$ cat config.mk
export PLATFORM = sky130hd
export DESIGN_NAME = hpq_ram
export DESIGN_NICKNAME = d
export VERILOG_FILES = /design/src/hdl/hpq_ram.sv
export SDC_FILE = /design/constraint.sdc
export NUM_CORES = 2
export LEC_CHECK = 0
export BUFFER_PORTS_ARGS = -buffer_cell sky130_fd_sc_hd__buf_2
export CORE_MARGIN = 2
export CORE_UTILIZATION = 56
export DETAILED_ROUTE_END_ITERATION = 12
export PLACE_DENSITY = 0.7
export SLEW_MARGIN = 5
export SYNTH_ARGS = -nofsm -noshare
export SYNTH_HDL_FRONTEND = slang
export SYNTH_SLANG_ARGS = --single-unit
$ cat constraint.sdc
create_clock -name clock -period 8.35 [get_ports clock]
set_input_delay 0.4175 -clock clock [delete_from_list [all_inputs] [get_ports clock]]
set_output_delay 0.4175 -clock clock [all_outputs]
set_load 0.02 [all_outputs]
$ cat src/hdl/hpq_ram.sv
// Generic single-write, single-read synchronous RAM with registered read.
// No dependencies.
`default_nettype none

module hpq_ram #(
   parameter int WIDTH = 64,
   parameter int DEPTH = 64,
   localparam int AW   = $clog2(DEPTH)
) (
   input  logic             clock,
   input  logic             wr_en,
   input  logic [AW-1:0]    wr_addr,
   input  logic [WIDTH-1:0] wr_data,
   input  logic [AW-1:0]    rd_addr,
   output logic [WIDTH-1:0] rd_data
);

   logic [WIDTH-1:0] mem [DEPTH];
   logic [WIDTH-1:0] rd_data_ff;

   // write port and registered read port
   always_ff @(posedge clock) begin
      if (wr_en) begin
         mem[wr_addr] <= wr_data;
      end
      rd_data_ff <= mem[rd_addr];
   end

   assign rd_data = rd_data_ff;

endmodule

`default_nettype wire

# [Word level (Yosys, flattened, before mapping)]
# Memory sizes are Yosys's and may differ from the RTL's. A register that Yosys moved wholly into a read port is not among the register bits.
# Cells that the tools add are included.
[totals] regBits=0 ramBits=4096 in_bits=78 out_inout_bits=64 word_cells=3 mem_count=1
[classes] muxes=2
[memory_table] memory="mem" depth=64 width=64 rd=1 rd_ports_with_merged_regs=1 write_ports=1 line_no="18" source="logic [WIDTH-1:0] mem [DEPTH];"
[ops] operator="1-bit 2-to-1 mux" n=2

# [Logic depth before layout (Yosys ltp)]
[logic_depth] word_depth=2 depth_mapped=9 depth_no_buf=5

# [Worst setup path after synthesis]
# Ideal clock, no wire load.
[synth_path] path_type="input-to-reg" start="input port wr_addr[3]" end="memory mem[48][0] (enable)" t_arrival_ns=5.289 slack_ns=2.497 cell_stages=4 path_buffers=1 path_cell_list="clkbuf_1 > nor2b_1 > nand4b_1 > nor3_1"
[synth_rtl] element="start: declaration" line_no="12" source="input logic [AW-1:0] wr_addr,"
[synth_rtl] element="end: declaration" line_no="18"
# No word-level cell before the write port.

# [Worst setup path after layout]
[layout_path] start="input port wr_addr[1]" end="memory mem[19][31] (enable)"
# No word-level cell before the write port.

==> results.py <==
metrics = {
    "sta": {
        "period_minus_slack_ns": 3.560,
        "setup_tns_ns": 0,
        "hold_viol": 0,
        "fin_hold_ws_ns": 0.1785,
        "relSlewSlack_pct": 4.711,
        "setup_viol": 0,
        "rsz0062_at_grt": "no",
        "tightestPinTransition_ns": 1.429,
        "maxSlewViolCount": 0,
        "period_share_pct": 42.64,
        "fmax_ghz": 0.2809,
        "finClkSkew_ns": 0.06638,
    },
    "placement": {
        "io_buffers": 141,
        "gp_congestion": 0.7986,
        "dpl.hpwl_mm": 213.2,
    },
    "floorplan": {
        "core_area_mm2": 0.2772,
        "num_rows": 193,
        "die_y_um": 532.4,
        "die_w_um": 532.4,
        "io_pins": 142,
        "start_util_pct": 56.40,
        "die_area_mm2": 0.2834,
    },
    "drt": {
        "wl_per_cell_um": 37.26,
        "drc_errors": 0,
        "via_per_inst": 6.872,
        "vias": 75747,
        "final_antenna_net_count": 0,
        "drt_iter0_drc": 10666,
        "firstDrtPassIters": 6,
        "routed_wl_mm": 410.7,
    },
    "critical_path": {
        "critical_path.endpoint_type": "flip-flop",
        "crit_type": "input pin to flip-flop",
        "crit_start": "wr_addr[1]",
        "critPathMaxStageDelay_ns": 0.79,
        "required_ns": 8.85,
        "r2r-end": "rd_data[26]",
        "r2r_start": "mem[27][26]",
        "crit_family": "buffers and inverters",
        "rrSetupSlack_ns": 6.21,
        "critPathArrivalTime_ns": 4.06,
        "path_buf_inv": 4,
        "path_cells": "dlygate4sd3_1 > buf_2 > nor2b_1 > nand3_1 > nor2_4 > buf_4 > buf_4",
        "ff2ff_path_depth": 4,
        "crit_fanout": 33,
        "crit_top_cell": "buf_4",
        "critPathLaunchType": "input pin",
        "critPathSlowestCell": "buf_4",
    },
    "clock_tree": {
        "root_buffer": "clkbuf_16",
        "path_clk_slew_ns": 0.06,
        "cts_tree": "done",
        "cts.sinks": 4160,
        "clockBufferDepth": 4,
        "clk-insertion-delay-late_ns": 0.95,
        "cts_setup_buffers": 0,
        "cts_buffers": 405,
        "htree_num_levels": 5,
    },
    "grt": {
        "grt_pass1_wl_mm": 576.0,
        "grt_antenna_before_repair": 27,
        "grt_max_degree": 111,
        "gr-usage-all-layers_pct": 28.93,
        "first_global_vias": 75686,
        "grt-ovfl-total": 0,
    },
    "logic_synthesis": {
        "synthTopCellsByCount": "4096 x edfxtp_1, 1024 x mux4_2, 170 x buf_2",
        "yosys.cell_count.top_type": "edfxtp_1",
        "syn_area_mm2": 0.1563,
        "synthDistinctLibCells": 33,
        "synth_area_per_cell_um2": 23.70,
        "syn-instance-count": 6598,
        "synthArstFlopShare_pct": 0,
        "synth-seq-cells": 4160,
        "netlist.area_leader.share_pct": 78.67,
        "synth_top_flop_cell": "edfxtp_1",
        "synth_edf_count": 4096,
        "synth_area_leaders": "edfxtp_1 79%, mux4_2 15%, mux2i_1 0.86%, dfxtp_1 0.82%, a22oi_1 0.81%",
        "yosys.area.top_type": "edfxtp_1",
        "yosys_warnings": 0,
        "synth-seq-area-share_pct": 79.49,
        "synth_fp_nets": 6676,
    },
    "power": {
        "leakagePower_nw": 54.73,
        "powerDensity_mw_per_mm2": 247.5,
        "seq_power_share_pct": 53.5,
        "switchingPower_w": 0.009071,
        "peakVddDrop_v": 0.0002641,
        "p_clk_share_pct": 42.0,
        "power.internal_w": 0.03436,
        "power_frac_comb_pct": 4.5,
        "switching_share_pct": 20.89,
    },
    "cells_and_area": {
        "area_growth_pct": 12.24,
        "post-route-util_pct": 63.30,
        "nFillCells": 17984,
        "fin_nets": 7047,
        "drive_above_1_share_pct": 28.03,
    },
    "min_path": {
        "hold_path_class": "input pin to flip-flop",
        "hold_end": "mem[54][14]",
        "holdPathStages": 2,
        "min_from": "wr_data[14]",
    },
    "run_status": {
        "status": "complete, no violations",
    },
    "job": {
        "cap_violations": 0,
    },
}
[worst max-delay path by stage]
stage | to | slack (ns) | cells after the start
after detailed placement | rd_data[33] | 4.11 | 7
final | mem[19][31] | 4.79 | 7
after global placement | rd_data[23] | 4.14 | 7
after CTS | mem[47][31] | 4.89 | 5
after global routing | mem[47][31] | 4.77 | 5
after floorplan | mem[48][0] | 2.50 | 4
[power by group through the flow]
stage | clock network, W | registers [W] | logic, W
6_report | 0.0182 | 0.0232 | 0.00195
5_1_grt | 0.0192 | 0.0232 | 0.00205
4_1_cts | 0.0184 | 0.0232 | 0.00195
3_5_place_dp | 0 | 0.0237 | 0.00195
3_3_place_gp | 0 | 0.0237 | 0.00191
2_1_floorplan | 0 | 0.0237 | 0.00108
[state kept, by name, summed over array words and instances (netlist names)]
signal   flops
mem       4096
rd_data     64
[logic make-up after synthesis]
group	synth area share, %
buf+inv	1.180
compound gates	2.477
flops	79.49
mux	15.61
simple gates	1.240
[metal layers]
layer / vias up / global-route usage [%] / wire, um
met3: 767 / 5.763 / 43900
met1: 40973 / 40.62 / 152000
met5: - / 0 / 59
li1: 29242 / - / -
met4: 10 / 9.759 / 14830
met2: 4755 / 46.15 / 199900
[through the flow]
step                      instance area, um^2  worst slack, ns  instances  total power, W
after floorplan                        156300            2.497       6598         0.02474
final                                  175500            4.790      11022         0.04343
after global placement                 162200            4.137      10264         0.02559
after detailed placement               162200            4.112      10264         0.02563
after global routing                   175500            4.771      11016         0.04449
after CTS                              175500            4.895      11011         0.04359
[cell usage in the layout, fill, tap and decap left out, types with 65 or more instances in the layout]
cell and count:
clkbuf_1 96, clkbuf_16 412, a22oi_1 168, buf_4 170, mux2i_1 135, a22o_1 88, nor2_4 65, buf_2 138
o22ai_1 83, mux4_2 1024, edfxtp_1 4096, clkinv_2 78
[layout make-up]
class | instances | area, um^2 | area share (%)
antenna | 11 | 27.53 | 0.01569
clock buffer | 535 | 11040 | 6.292
clock inverter | 209 | 2193 | 1.250
inverter | 19 | 71.32 | 0.04064
multi-input combinational | 2049 | 30780 | 17.54
sequential | 4160 | 124300 | 70.82
tap | 3705 | 4636 | 2.642
timing repair buffer | 334 | 2447 | 1.395
[repair_timing]
action	in CTS	in global routing
setup endpoints to repair	0	0
endpoints found under the hold margin	2	0
hold buffers	3	0
resized for setup	0	0
[worst register-to-register path, stage by stage, from the launching register on]
cell	delay (ns)
edfxtp_1	0.35
mux4_2	0.49
o221ai_1	0.51
o22ai_1	0.41
and3_1	0.27
Note: power is estimated with default switching activity, not from simulation.
